`config.mk`:
```
export PLATFORM = sky130hd
export DESIGN_NAME = ils_dec
export DESIGN_NICKNAME = d
export VERILOG_FILES = /design/src/sv/ils_pkg.sv /design/src/sv/ils_dec.sv
export SDC_FILE = /design/constraint.sdc
export NUM_CORES = 1
export LEC_CHECK = 0
export BUFFER_PORTS_ARGS = -buffer_cell sky130_fd_sc_hd__buf_2
export CAP_MARGIN = 5
export CORE_UTILIZATION = 38
export DETAILED_ROUTE_END_ITERATION = 8
export PLACE_DENSITY_LB_ADDON = 0.3
export SLEW_MARGIN = 20
export SYNTH_ARGS = -nofsm -noshare
export SYNTH_HDL_FRONTEND = slang
export SYNTH_SLANG_ARGS = --single-unit
```
`constraint.sdc`:
```
create_clock -name vclk -period 1.6
set_input_delay 0 -clock vclk [all_inputs]
set_output_delay 0 -clock vclk [all_outputs]
set_load 0.1 [all_outputs]
```
`src/sv/ils_pkg.sv`:
```
// Package for the indexed list store: sizes, command and status codes,
// beat and control struct types.
// Depends on nothing; every other file of the block refers to it.
package ils_pkg;

    localparam int DEPTH      = 64;
    localparam int WORD_WIDTH = 32;
    localparam int CNT_W      = $clog2(DEPTH + 1);
    localparam int CMP_W      = (CNT_W > 7) ? CNT_W : 7;
    localparam int GRP_SIZE   = 8;
    localparam int GRP_NUM    = (DEPTH + GRP_SIZE - 1) / GRP_SIZE;

    localparam logic [2:0] CMD_READ     = 3'd0;
    localparam logic [2:0] CMD_INS_HEAD = 3'd1;
    localparam logic [2:0] CMD_INS_TAIL = 3'd2;
    localparam logic [2:0] CMD_INS_POS  = 3'd3;
    localparam logic [2:0] CMD_DEL_POS  = 3'd4;

    localparam logic [1:0] ST_DONE  = 2'd0;
    localparam logic [1:0] ST_RANGE = 2'd1;
    localparam logic [1:0] ST_FULL  = 2'd2;

    typedef struct packed {
        logic [2:0]         command;
        logic signed [7:0]  position;
        logic signed [31:0] value;
    } t_in_beat;

    typedef struct packed {
        logic signed [31:0] read_value;
        logic [1:0]         status;
        logic [6:0]         entry_count;
    } t_out_beat;

    typedef struct packed {
        logic                  ins;
        logic                  del;
        logic [CMP_W-1:0]      pos;
        logic                  rd;
        logic [CMP_W-1:0]      rd_pos;
        logic [WORD_WIDTH-1:0] word;
    } t_cell_ctl;

    typedef struct packed {
        logic             is_read;
        logic [1:0]       status;
        logic [CNT_W-1:0] count;
    } t_dec_res;

endpackage

```
`src/sv/ils_dec.sv`:
```
// Command decoder of the indexed list store: range and full checks,
// the new count and the control broadcast to the cell chain.
// Depends on ils_pkg.
module ils_dec (
    input  logic                      i_fire,
    input  ils_pkg::t_in_beat         i_beat,
    input  logic [ils_pkg::CNT_W-1:0] i_count,
    output ils_pkg::t_cell_ctl        o_ctl,
    output ils_pkg::t_dec_res         o_res
);

    logic                      w_neg;
    logic [ils_pkg::CMP_W-1:0] w_pos;
    logic [ils_pkg::CMP_W-1:0] w_cnt;
    logic                      w_lt;
    logic                      w_le;
    logic                      w_full;

    assign w_neg  = i_beat.position[7];
    assign w_pos  = ils_pkg::CMP_W'(i_beat.position[6:0]);
    assign w_cnt  = ils_pkg::CMP_W'(i_count);
    assign w_lt   = !w_neg && (w_pos < w_cnt);
    assign w_le   = !w_neg && (w_pos <= w_cnt);
    assign w_full = (i_count == ils_pkg::CNT_W'(ils_pkg::DEPTH));

    always_comb begin
        o_ctl         = '0;
        o_ctl.word    = ils_pkg::WORD_WIDTH'(unsigned'(i_beat.value));
        o_ctl.rd_pos  = w_pos;
        o_res.is_read = 1'b0;
        o_res.status  = ils_pkg::ST_DONE;
        o_res.count   = i_count;
        case (i_beat.command)
            ils_pkg::CMD_READ: begin
                o_res.is_read = 1'b1;
                o_ctl.rd      = i_fire && w_lt;
                if (!w_lt) begin
                    o_res.status = ils_pkg::ST_RANGE;
                end
            end
            ils_pkg::CMD_INS_HEAD, ils_pkg::CMD_INS_TAIL, ils_pkg::CMD_INS_POS: begin
                if (i_beat.command == ils_pkg::CMD_INS_HEAD) begin
                    o_ctl.pos = '0;
                end else if (i_beat.command == ils_pkg::CMD_INS_TAIL) begin
                    o_ctl.pos = w_cnt;
                end else begin
                    o_ctl.pos = w_pos;
                end
                if ((i_beat.command == ils_pkg::CMD_INS_POS) && !w_le) begin
                    o_res.status = ils_pkg::ST_RANGE;
                end else if (w_full) begin
                    o_res.status = ils_pkg::ST_FULL;
                end else begin
                    o_ctl.ins   = i_fire;
                    o_res.count = i_count + 1'b1;
                end
            end
            ils_pkg::CMD_DEL_POS: begin
                o_ctl.pos = w_pos;
                if (!w_lt) begin
                    o_res.status = ils_pkg::ST_RANGE;
                end else begin
                    o_ctl.del   = i_fire;
                    o_res.count = i_count - 1'b1;
                end
            end
            default: begin
                o_res.status = ils_pkg::ST_RANGE;
            end
        endcase
    end

endmodule

```
==> metrics.txt <==
status=complete, but fails checks; failing checks=setup timing; Final Cycle Share=108%; hold_ws=0.0000439 ns; diode count=0; Max IR drop VDD=0.000372 V; Seq. cell area=0 um2; crit path max fanout=5; top-level port count=110; crit-path cells=buf_6 -> inv_4 -> ha_4 -> nand4_4 -> a21oi_4 -> o311ai_4 -> buf_6 -> buf_6 -> a22oi_2 -> xnor2_4 -> buf_12; kind of critical path=in -> out; # setup viols final=8; GP Congestion=0.860; routed wl met2=1840 um; Avg Cell Area, Syn=7.48 um2; post-synthesis net count=207; Ys Warns=0; antenna viol nets, final=0; max-slew violations=0; Core Footprint=0.00276 mm2; final hold viol count=0; fraction of layout cells with a size suffix above 1=73.4%; final worst slack=-0.131 ns; global-route wire length before repair=5530 um; Global Route Usage Sum=21.7%; CLK BUF=0; CP Capture Type=primary output; FFs & Latches=0; met3 WL=279 um; Worst EP required=1.60 ns; CP max stage delay=0.30 ns; Worst Path Arrival=1.73 ns; top post-synthesis cells by count=buf_4 (40), ha_1 (9), inv_1 (9), nand2_1 (9), o21ai_0 (9); M1 wire length=1450 um; Sw Pwr=573 uW; vias per cell=5.81; DRC viols=0; Layout area overhead=80.8%; Setup crit end=o_res[6]; critical path's most frequent cell=buf_6; vias=1272; Cells after Synth=147; starting density of the core=39.9%; register area share after synthesis=0%; nets=250; Int Power=347 uW; Port Buffers=46; Worst path slowest cell=ha_4; P_leak=0.842 nW; pin count of the biggest net entering global routing=9; dominant cell type by area after synthesis=buf_4; die area=0.00311 mm2; mapped cell area=0.00110 mm2; switch share=62.3%; clock share of power=0%; CP startpoint kind=input pin; top routing layer used=met4; Synth top area share=27.3%; fill count=187; RSZ-0062 raised after global routing=yes; post-synth cell types=47; # rows=19; PwrDens=463 mW/mm2; initial DRC count=26; hold crit path type=in -> out; hpwl dp=2770 um; most frequent cell after synthesis=buf_4; height of the die=55.8 um; Slew @ Worst Pin=0.676 ns; Max Cap Viol=0; GRT overflow=0; initial antenna violation count=0; vias in the first global route=1163; Slew Limit Headroom=54.7%; die width=55.8 um; top cells by area, synth=buf_4 (27%), ha_1 (10%), mux2i_1 (6.4%); CP Launch Point=i_count[6]; fmax=578 MHz; First-pass DRT Iterations=4; Routed WL=3660 um; DR WL/cell=16.7 um; Sequential Power Share=0%; Logic pwr share=100.0%; crit path time final=1.73 ns; setup TNS=-0.874 ns
layout by cell type, fill, tap and decap left out, types with 4 or more instances in the layout:
cell type	synthesis	layout
buf_6	1	8
inv_2	0	4
nand2_1	9	8
o21ai_2	0	7
buf_2	1	22
mux2i_1	7	7
buf_4	40	34
buf_12	0	18
ha_4	0	6
area by class of cell:
cell class	instances	area, um2	area share (%)
inverter	9	38.8	1.95
multi-input combinational	96	1080	54.3
tap	31	38.8	1.95
timing repair buffer	83	831	41.8
per-layer routing:
| metal | global-route usage, % | vias up |
|---|---|---|
| li1 | - | 580 |
| met1 | 27.2 | 600 |
| met2 | 38.9 | 78 |
| met3 | 3.26 | 14 |
| met4 | 5.00 | 0 |
| met5 | 0 | - |
how the worst min path moves through the flow:
| stage | start | end | depth (start not counted) |
|---|---|---|---|
| after floorplan | i_beat[41] | o_res[9] | 1 |
| after detailed placement | i_beat[13] | o_ctl[13] | 0 |
| after global placement | i_beat[13] | o_ctl[13] | 0 |
| final | i_beat[15] | o_ctl[15] | 0 |
| after global routing | i_beat[21] | o_ctl[21] | 0 |
| after CTS | i_beat[13] | o_ctl[13] | 0 |
cells by family after synthesis:
group / Yosys count / share of synthesized area [%]
muxes: 7 / 6.37
buffers and inverters: 51 / 31.9
AOI/OAI and AO/OA: 35 / 26.1
adders and majority gates: 9 / 10.2
xor gates and xnor gates: 4 / 3.19
and+or+nand+nor: 41 / 22.3
repair_timing:
action                                 CTS  global route
endpoints found under the hold margin    0             0
buffers inserted                         6             0
setup endpoints to repair                9            10
resized for setup                       31             4
cloned                                   1             0
pin swaps                               14             7
hold buffers                             0             0
power groups by stage:
stage | Sequential [mW] | Clock [mW] | Combinational (mW)
detailed placement | 0 | 0 | 0.848
global route | 0 | 0 | 0.952
floorplan | 0 | 0 | 0.943
CTS | 0 | 0 | 0.908
finish | 0 | 0 | 0.921
global placement | 0 | 0 | 0.835
critical path: cells and delay by family:
family / cells / cell delay (ns)
buffers and inverters: 5 / 0.60
AO/OA/AOI/OAI: 3 / 0.54
adder cells (fa/ha/maj): 1 / 0.30
XOR/XNOR: 1 / 0.16
AND/OR/NAND/NOR: 1 / 0.13
per-stage QoR:
step                      setup slack (ns)  total power [mW]  utilization (%)  area, um2  cells
after global routing                -0.206             0.952             72.1       1990    219
after floorplan                     -0.407             0.943                -       1340    147
after global placement              -0.270             0.835             65.0       1790    213
after detailed placement            -0.333             0.848             65.0       1790    213
after CTS                           -0.146             0.908             71.4       1970    219
final                               -0.131             0.921             72.1       1990    219
(Power assumes the default switching activity.)
