**config.mk**
```make
export PLATFORM = sky130hd
export DESIGN_NAME = ils_cell
export DESIGN_NICKNAME = d
export VERILOG_FILES = /design/src/sv/ils_pkg.sv /design/src/sv/ils_cell.sv
export SDC_FILE = /design/constraint.sdc
export NUM_CORES = 1
export LEC_CHECK = 0
export BUFFER_PORTS_ARGS = -buffer_cell sky130_fd_sc_hd__buf_2
export CAP_MARGIN = 0
export CORE_UTILIZATION = 41
export CTS_CLUSTER_SIZE = 24
export DETAILED_ROUTE_END_ITERATION = 6
export HOLD_SLACK_MARGIN = 0.06
export PLACE_DENSITY = 0.81
export RECOVER_POWER = 25
export SLEW_MARGIN = 20
export SYNTH_ARGS = -nofsm -noshare
export SYNTH_HDL_FRONTEND = slang
export SYNTH_SLANG_ARGS = --single-unit
```
**constraint.sdc**
```tcl
create_clock -name i_clk -period 2.28 [get_ports i_clk]
set_input_delay 0.114 -clock i_clk [delete_from_list [all_inputs] [get_ports i_clk]]
set_output_delay 0.114 -clock i_clk [all_outputs]
set_load 0.03 [all_outputs]
```
**src/sv/ils_pkg.sv**
```systemverilog
// Package for the indexed list store: sizes, command and status codes,
// beat and control struct types.
// Depends on nothing; every other file of the block refers to it.
package ils_pkg;

    localparam int DEPTH      = 64;
    localparam int WORD_WIDTH = 32;
    localparam int CNT_W      = $clog2(DEPTH + 1);
    localparam int CMP_W      = (CNT_W > 7) ? CNT_W : 7;
    localparam int GRP_SIZE   = 8;
    localparam int GRP_NUM    = (DEPTH + GRP_SIZE - 1) / GRP_SIZE;

    localparam logic [2:0] CMD_READ     = 3'd0;
    localparam logic [2:0] CMD_INS_HEAD = 3'd1;
    localparam logic [2:0] CMD_INS_TAIL = 3'd2;
    localparam logic [2:0] CMD_INS_POS  = 3'd3;
    localparam logic [2:0] CMD_DEL_POS  = 3'd4;

    localparam logic [1:0] ST_DONE  = 2'd0;
    localparam logic [1:0] ST_RANGE = 2'd1;
    localparam logic [1:0] ST_FULL  = 2'd2;

    typedef struct packed {
        logic [2:0]         command;
        logic signed [7:0]  position;
        logic signed [31:0] value;
    } t_in_beat;

    typedef struct packed {
        logic signed [31:0] read_value;
        logic [1:0]         status;
        logic [6:0]         entry_count;
    } t_out_beat;

    typedef struct packed {
        logic                  ins;
        logic                  del;
        logic [CMP_W-1:0]      pos;
        logic                  rd;
        logic [CMP_W-1:0]      rd_pos;
        logic [WORD_WIDTH-1:0] word;
    } t_cell_ctl;

    typedef struct packed {
        logic             is_read;
        logic [1:0]       status;
        logic [CNT_W-1:0] count;
    } t_dec_res;

endpackage

```
**src/sv/ils_cell.sv**
```systemverilog
// One storage cell of the indexed list store chain.
// Depends on ils_pkg for the word width and the control struct.
module ils_cell (
    input  logic                           i_clk,
    input  logic [ils_pkg::CMP_W-1:0]      i_index,
    input  ils_pkg::t_cell_ctl             i_ctl,
    input  logic [ils_pkg::WORD_WIDTH-1:0] i_prev,
    input  logic [ils_pkg::WORD_WIDTH-1:0] i_next,
    output logic [ils_pkg::WORD_WIDTH-1:0] o_word,
    output logic [ils_pkg::WORD_WIDTH-1:0] o_rd_word
);

    logic [ils_pkg::WORD_WIDTH-1:0] r_word;
    logic [ils_pkg::WORD_WIDTH-1:0] n_word;

    always_comb begin
        n_word = r_word;
        if (i_ctl.ins && (i_index > i_ctl.pos)) begin
            n_word = i_prev;
        end else if (i_ctl.ins && (i_index == i_ctl.pos)) begin
            n_word = i_ctl.word;
        end else if (i_ctl.del && (i_index >= i_ctl.pos)) begin
            n_word = i_next;
        end
    end

    always_ff @(posedge i_clk) begin
        r_word <= n_word;
    end

    assign o_word    = r_word;
    assign o_rd_word = (i_ctl.rd && (i_index == i_ctl.rd_pos)) ? r_word : '0;

endmodule

```
==> flow_summary.yaml, run 1 <==
outcome:
  status: "completed"
sta:
  slew_violations: 0
  fin_setup_tns_ps: 0
  period_share_pct: 85.2
  tightest_slew_ps: 380
  period_needed_ps: 1940
  fmax_mhz: 515
  setup_violations: 0
  timing.final.ws_setup_ps: 337
  slew_headroom_pct: 74.8
  hold_violations: 0
  rsz0062_at_grt: "false"
global_route:
  grt_pass1_vias: 2089
  grt_pass1_wl_um: 9340
  overflow: 0
  antenna_found_initial: 0
  grt_max_degree: 23
  grt_use_total_pct: 19.1
power:
  p_leak_uw: 0.00193
  irDropWorstVdd_v: 0.000285
  power_density_mw_per_mm2: 542
clocking:
  cts_buffers: 5
  hold_buffers: 0
  post_cts_buffers: 0
  cts_resized: 0
  clkTransAtPathRegs_ps: 70
  root_buffer: "clkbuf_8"
  clockBufferDepth: 2
  cts_sinks: 32
  cts_tree: "done"
  htreeDepth: 2
drt:
  initialDrtViolationCount: 49
  drt_wl_total_um: 5940
  vias: 2053
  first_pass_iters: 4
  wl_per_cell_um: 13.5
  final_antenna_net_count: 0
  drc: 0
  routed_via_density: 4.67
synthesis:
  avgSynthCellArea_sq_um: 14.1
  ys_warn_count: 0
  synth.area.top_cells: "edfxtp_1 39%, mux2_4 36%, and2_1 8.1%"
  yosysTopAreaCell: "edfxtp_1"
  seq_area_frac_synth_pct: 38.8
  synth_seq_cells: 32
  syn-num-nets: 304
  ys_types: 21
  synth_cells: 176
  syn_area_sq_mm: 0.00248
  yosysTopAreaCellShare_pct: 38.8
critical_path:
  crit_fanout: 18
  critPathRequiredTime_ps: 2310
  cp.arrival_ps: 1970
  cp_cell_sequence: "buf_2 -> ha_1 -> nand4_2 -> or3_2 -> buf_12 -> mux2_4 -> mux2_4"
  critical_path.max_stage_delay_ps: 530
  cp-start-kind: "input pin"
  path_class: "in2reg"
  worst_path_max_delay_cell: "or3_2"
  crit_path_end_kind: "register"
  cpMostUsedCell: "mux2_4"
placement:
  hpwl_um: 4950
  dpl_cell_area_sq_mm: 0.00354
  portBuffers: 184
  place_congestion: 0.725
  dp_cells: 432
  post-place-ws_ps: 39.9
finish:
  largest_register_ffs: 32
  diodes: 0
  fillers: 484
  layout_common_cells: "152 x buf_2, 60 x mux2_4, 32 x and2_1, 32 x edfxtp_1, 32 x clkbuf_1"
  final_nets: 495
  final_common_cell: "buf_2"
  fin_area_sq_mm: 0.00361
  layout-area-overhead-vs-synth_pct: 45.8
  layout-drive-gt1-share_pct: 64.1
  instances_no_fill: 440
floorplan:
  core_area_sq_mm: 0.00568
  rows: 27
  initial_core_util_pct: 43.6
  die_w_um: 79.7
  ios: 185
  die_h_um: 79.7
  dieArea_sq_mm: 0.00635
min_path:
  hold_path.class: "in2reg"
flow_run:
  cap_violations: 0
cell type report:
class                   count  area (sq um)  share of cell area [%]
well taps                  72          90.1                    2.50
multi-input cells         126          1420                    39.2
clock buffers               5          68.8                    1.91
flip-flops and latches     32           961                    26.6
inverters                   8          30.0                   0.832
repair buffers            194          1010                    27.9
clock inverters             3          37.5                    1.04
through the flow:
stage / hold slack, ps / power [uW] / util (%)
global route: 129 / 2050 / 63.6
finish: 138 / 1960 / 63.6
detailed placement: 418 / 1480 / 62.4
CTS: 126 / 2000 / 64.3
floorplan: 332 / 1230 / -
global placement: 416 / 1460 / 62.4
power breakdown:
| part | switching [uW] | total [uW] | internal (uW) |
|---|---|---|---|
| registers | 42.5 | 806 | 764 |
| clock network | 197 | 515 | 318 |
| logic | 354 | 636 | 282 |
synth_stat cells (all sizes together):
library cell / n
nand4: 3
buf: 7
nor2: 1
nand2: 1
a31oi: 1
edfxtp: 32
xnor2: 7
o21ai: 1
nand3b: 1
or3: 1
clkbuf: 3
inv: 8
nand3: 1
mux2: 64
and2: 32
o221ai: 1
ha: 7
o22a: 1
a21oi: 4
metal layers:
metal	part of all wire (%)	wire length, um	global-route usage (%)
met5	0	0	0
met4	1.9	110	6.91
met3	6.2	367	2.97
met2	55	3240	37.9
met1	37	2220	19.7
worst max-delay path, delay by kind of cell:
kind / cells / cell delay (ps)
fa+ha+maj: 1 / 320
buf+inv: 2 / 310
mux: 2 / 560
simple gates: 2 / 650
cells by family (layout without fill, tap and decap cells):
| family | count (synthesis) | count (layout) | synth area share [%] |
|---|---|---|---|
| AO/OA/AOI/OAI | 8 | 8 | 1.97 |
| XOR/XNOR | 7 | 7 | 2.48 |
| adder cells (fa/ha/maj) | 7 | 7 | 3.54 |
| buffers and inverters | 18 | 210 | 4.85 |
| flip-flops | 32 | 32 | 38.8 |
| multiplexers | 64 | 64 | 38.2 |
| AND/OR/NAND/NOR | 40 | 40 | 10.2 |
worst paths after layout:
check / cells past startpoint / end / from / slack (ps)
max: 7 / o_word[2] / i_index[6] / 340
min: 2 / o_word[27] / i_prev[27] / 140
Power figures use the tool's default switching activity.
==> inputs of run 2 (changes only) <==
ABC_AREA = 1   (was unset)
PLACE_DENSITY = unset   (was 0.81)
PLACE_DENSITY_LB_ADDON = 0.12   (was unset)
==> run 2 against run 1 <==
Net effect: die area grew 3.3%; non-clock buffer count is the same; sequential power grew 1%; total power grew 5.3%; utilization shrank 3.3 points; via count grew 48%; fmax grew 16%; combinational power grew 8.2%; first-iteration DRC count grew to 2.5 times the previous value; critical path depth grew 2; critical endpoint is now o_word[14].
==> flow_summary.yaml, run 2 <==
finish:
  largest_register_ffs: 32
  layout_common_cells: "152 x buf_2, 147 x nand2_1, 50 x inv_1"
  diodes: 0
  instances_no_fill: 633
  layout-drive-gt1-share_pct: 32.1
  multiInputGateArea_sq_mm: 0.00127
  fin_area_sq_mm: 0.00359
  final_common_cell: "buf_2"
  layout-area-overhead-vs-synth_pct: 40.3
  seqCellArea_sq_um: 961
  fillers: 623
  final_nets: 685
clocking:
  cts_tree: "done"
  hold_buffers: 0
  clockBufferDepth: 2
  clkTransAtPathRegs_ps: 80
  post_cts_buffers: 0
  root_buffer: "clkbuf_8"
  cts_sinks: 32
  cts_buffers: 5
  htreeDepth: 2
  cts_resized: 0
placement:
  place_congestion: 0.861
  dp_cells: 625
  portBuffers: 184
  post-place-ws_ps: 329
  dpl_cell_area_sq_mm: 0.00352
  hpwl_um: 5950
outcome:
  status: "completed"
sta:
  timing.final.ws_setup_ps: 604
  rsz0062_at_grt: "false"
  fmax_mhz: 597
  hold_violations: 0
  tightest_slew_ps: 584
  slew_violations: 0
  period_share_pct: 73.5
  setup_violations: 0
  slew_headroom_pct: 60.9
  fin_setup_tns_ps: 0
  period_needed_ps: 1680
drt:
  initialDrtViolationCount: 123
  final_antenna_net_count: 0
  vias: 3032
  routed_via_density: 4.79
  first_pass_iters: 4
  wl_per_cell_um: 12.1
  drt_wl_total_um: 7650
  drc: 0
critical_path:
  critPathRequiredTime_ps: 2310
  crit_path_end_kind: "register"
  crit_fanout: 32
  critical_path.max_stage_delay_ps: 370
  worst_path_max_delay_cell: "nand2_2"
  cp_cell_sequence: "buf_2 -> ha_1 -> nand2_2 -> nor2_4 -> buf_4 -> a21boi_2 -> nand2_2 -> nand2_1 -> nand2_1"
  path_delay_family: "simple AND/OR/NAND/NOR gates"
  path_class: "in2reg"
  critPathBufInv: 2
  cp-start-kind: "input pin"
  cp.arrival_ps: 1710
synthesis:
  synth_flop_cell: "edfxtp_1"
  syn_area_sq_mm: 0.00256
  syn-num-nets: 509
  async_flop_share_pct: 0
  synth.most_common_cell: "nand2_1"
  seq_area_frac_synth_pct: 37.5
  synth-edff-count: 32
  yosysTopAreaCell: "edfxtp_1"
  synth_cells: 381
  yosysTopAreaCellShare_pct: 37.5
  ys_types: 23
  synth.area.top_cells: "edfxtp_1 38%, nand2_1 22%, nand4_1 8.1%"
  ys_top_cells_by_count: "147 x nand2_1, 50 x inv_1, 35 x nor2_1, 34 x nand3_1, 33 x nand4_1"
  ys_warn_count: 0
  avgSynthCellArea_sq_um: 6.72
  synth_seq_cells: 32
floorplan:
  rows: 28
  ios: 185
  die_w_um: 81.0
  initial_core_util_pct: 43.0
  core_area_sq_mm: 0.00596
  die_h_um: 81.0
  dieArea_sq_mm: 0.00656
power:
  irDropWorstVdd_v: 0.000321
  p_leak_uw: 0.00214
  power_density_mw_per_mm2: 574
global_route:
  antenna_found_initial: 0
  grt_max_degree: 33
  grt_pass1_wl_um: 11500
  overflow: 0
  grt_use_total_pct: 22.8
  grt_pass1_vias: 2588
min_path:
  hold_path.class: "in2reg"
flow_run:
  cap_violations: 0
-- run 2: cell count changes after synthesis, sizes merged, moves of 2 or more --
cell,delta
nand2,+149
mux2,-64
inv,+44
nor2,+36
nand3,+34
and2,-31
nand4,+30
buf,+15
xnor2,-5
a21oi,-2
-- run 2: final timing paths --
check,startpoint,to,slack (ps),cells past startpoint
setup / recovery,i_index[6],o_word[14],600,9
hold / removal,i_prev[4],o_word[4],120,3
-- run 2: tightest hold or removal path: cells and delay by family --
family / cells / cell delay [ps]
buf+inv: 1 / 70
simple gates: 2 / 120
-- run 2: routing by layer --
metal  GRT usage [%]  wire length, um  up-vias  part of all wire [%]
met5               0                0        -                     0
met4            7.14              114        0                   1.5
met3            3.60              502        8                   6.6
met2            40.8             3740      139                    49
met1            27.9             3290     1320                    43
li1                -                -     1565                     -
-- run 2: area by class of cell --
| type | count | share of cell area, % |
|---|---|---|
| clock buffers | 5 | 1.92 |
| multi-input cells | 272 | 35.5 |
| clock inverters | 3 | 1.18 |
| repair buffers | 194 | 26.6 |
| inverters | 52 | 5.43 |
| flip-flops and latches | 32 | 26.8 |
| well taps | 75 | 2.61 |
-- run 2: metrics by stage --
step           utilization [%]  hold slack (ps)  total power (uW)
2_1_floorplan                -              327              1290
3_3_place_gp              59.1              418              1530
3_5_place_dp              59.1              417              1540
4_1_cts                   61.0              116              2100
5_1_grt                   60.3              133              2170
6_report                  60.3              121              2060
-- run 2: logic make-up after synthesis --
kind of cell             count (synthesis)  share of synthesized area (%)
AO/OA/AOI/OAI                            6                           1.51
XOR/XNOR                                 2                          0.684
adder cells (fa/ha/maj)                  7                           3.42
buffers and inverters                   77                           12.7
flip-flops                              32                           37.5
AND/OR/NAND/NOR                        257                           44.2
-- run 2: power breakdown --
part,internal (uW),leakage [uW],switching [uW]
clock,324,0.0000541,233
sequential,771,0.000301,47.0
combinational,208,0.00179,480
total,1300,0.00214,760
==> inputs of run 3 (changes only) <==
clock period = 1.7 ns   (was 2.28 ns; I/O delays follow)
==> run 3 against run 2 <==
Net effect: sequential share of layout area down 1.1 points; cell count up 1.4%; combinational power up 43%; global-route usage down 0.33 points; utilization up 2.5 points; via count up 0.63%; first-iteration DRC count up 21%; flip-flop and latch count unchanged; critical endpoint is now o_word[9]; final area up 4.2%; clock power down 3%; worst hold slack worse by 13 ps; non-clock buffer count up 9.
==> flow_summary.yaml, run 3 (synthesis gave the netlist of run 2 again) <==
outcome:
  status: "completed"
finish:
  layout_common_cells: "152 x buf_2, 145 x nand2_1, 47 x inv_1"
  final_common_cell: "buf_2"
  diodes: 0
  fillers: 604
  final_nets: 694
  fin_area_sq_mm: 0.00374
  largest_register_ffs: 32
  layout-drive-gt1-share_pct: 34.9
  utilization_pct: 62.8
  layout-area-overhead-vs-synth_pct: 46.2
clocking:
  post_cts_buffers: 0
  root_buffer: "clkbuf_8"
  clockBufferDepth: 2
  cts_tree: "done"
  hold_buffers: 0
  cts_buffers: 5
  cts_sinks: 32
  clkTransAtPathRegs_ps: 60
  cts_resized: 0
  htreeDepth: 2
sta:
  slew_headroom_pct: 75.2
  setup_violations: 0
  timing.final.ws_setup_ps: 393
  fmax_mhz: 765
  period_needed_ps: 1310
  rsz0062_at_grt: "false"
  slew_violations: 0
  tightest_slew_ps: 373
  hold_violations: 0
  period_share_pct: 76.9
  fin_setup_tns_ps: 0
drt:
  drt_wl_total_um: 7430
  initialDrtViolationCount: 149
  routed_via_density: 4.75
  wl_per_cell_um: 11.6
  first_pass_iters: 4
  vias: 3051
  drc: 0
  final_antenna_net_count: 0
critical_path:
  crit_path_end_kind: "register"
  critical_path.max_stage_delay_ps: 310
  critPathRequiredTime_ps: 1730
  crit_fanout: 21
  cp_cell_sequence: "buf_2 -> ha_1 -> nand2_2 -> nor2_8 -> nand3_2 -> buf_4 -> nand2_1 -> nand2_1 -> nand2_1 -> nand2_1"
  cpMostUsedCell: "nand2_1"
  critPathBufInv: 2
  cp.arrival_ps: 1340
  path_class: "in2reg"
  startpoint: "i_index[1]"
  worst_path_max_delay_cell: "ha_1"
  cp-start-kind: "input pin"
  path_delay_family: "simple AND/OR/NAND/NOR gates"
global_route:
  grt_pass1_wl_um: 11400
  grt_pass1_vias: 2557
  antenna_found_initial: 0
  grt_max_degree: 23
  grt_use_total_pct: 22.5
  overflow: 0
floorplan:
  dieArea_sq_mm: 0.00656
  die_w_um: 81.0
  core_area_sq_mm: 0.00596
  ios: 185
  rows: 28
  die_h_um: 81.0
  initial_core_util_pct: 43.0
placement:
  hpwl_um: 6010
  post-place-ws_ps: 102
  dpl_cell_area_sq_mm: 0.00370
  place_congestion: 0.881
  portBuffers: 184
power:
  power_frac_clock_pct: 20.5
  power_density_mw_per_mm2: 702
  finalPower_uw: 2630
  p_sw_uw: 990
  comb_power_share_pct: 37.4
  power.internal_uw: 1640
  power_frac_seq_pct: 42.1
  irDropWorstVdd_v: 0.000449
  switching_share_pct: 37.7
  p_leak_uw: 0.00219
min_path:
  hold_path.class: "in2reg"
  hold_path_end: "o_word[12]"
  worstHoldPathCells: 3
  min_from: "i_prev[12]"
flow_run:
  cap_violations: 0
## run 3: cell count changes in the layout (fill, tap and decap cells not counted), sizes merged
cell and delta:
clkinv +2, inv -1, bufinv -1, buf +9
## run 3: cell type report
cell class | instances | area, sq um | share of cell area, %
flip-flops and latches | 32 | 961 | 25.7
clock buffers | 5 | 68.8 | 1.84
clock inverters | 3 | 13.8 | 0.368
repair buffers | 203 | 1050 | 28.0
inverters | 52 | 199 | 5.32
well taps | 75 | 93.8 | 2.51
multi-input cells | 272 | 1360 | 36.3
## run 3: how the worst max path moves through the flow
stage | to | slack (ps) | depth (start not counted)
floorplan | o_word[0] | 3 | 8
global placement | o_word[16] | 130 | 9
detailed placement | o_word[24] | 100 | 9
CTS | o_word[22] | 390 | 9
global route | o_rd_word[14] | 300 | 9
finish | o_word[9] | 390 | 10
## run 3: power groups by stage
stage	Clock, uW	Sequential (uW)	Combinational (uW)
2_1_floorplan	0	1370	385
3_3_place_gp	0	1110	1010
3_5_place_dp	0	1120	1020
4_1_cts	554	1100	1020
5_1_grt	592	1120	1090
6_report	538	1110	984
## run 3: routing by layer
metal	GRT usage, %	wire length (um)	share of wire, %	vias up
met1	27.4	3170	43	1335
met4	6.07	43	0.58	0
li1	-	-	-	1589
met5	0	0	0	-
met3	3.15	439	5.9	4
met2	41.1	3770	51	123
## run 3: per-stage QoR
step	cells	hold slack, ps
6_report	642	108
5_1_grt	642	102
3_3_place_gp	634	387
2_1_floorplan	381	298
3_5_place_dp	634	392
4_1_cts	642	101
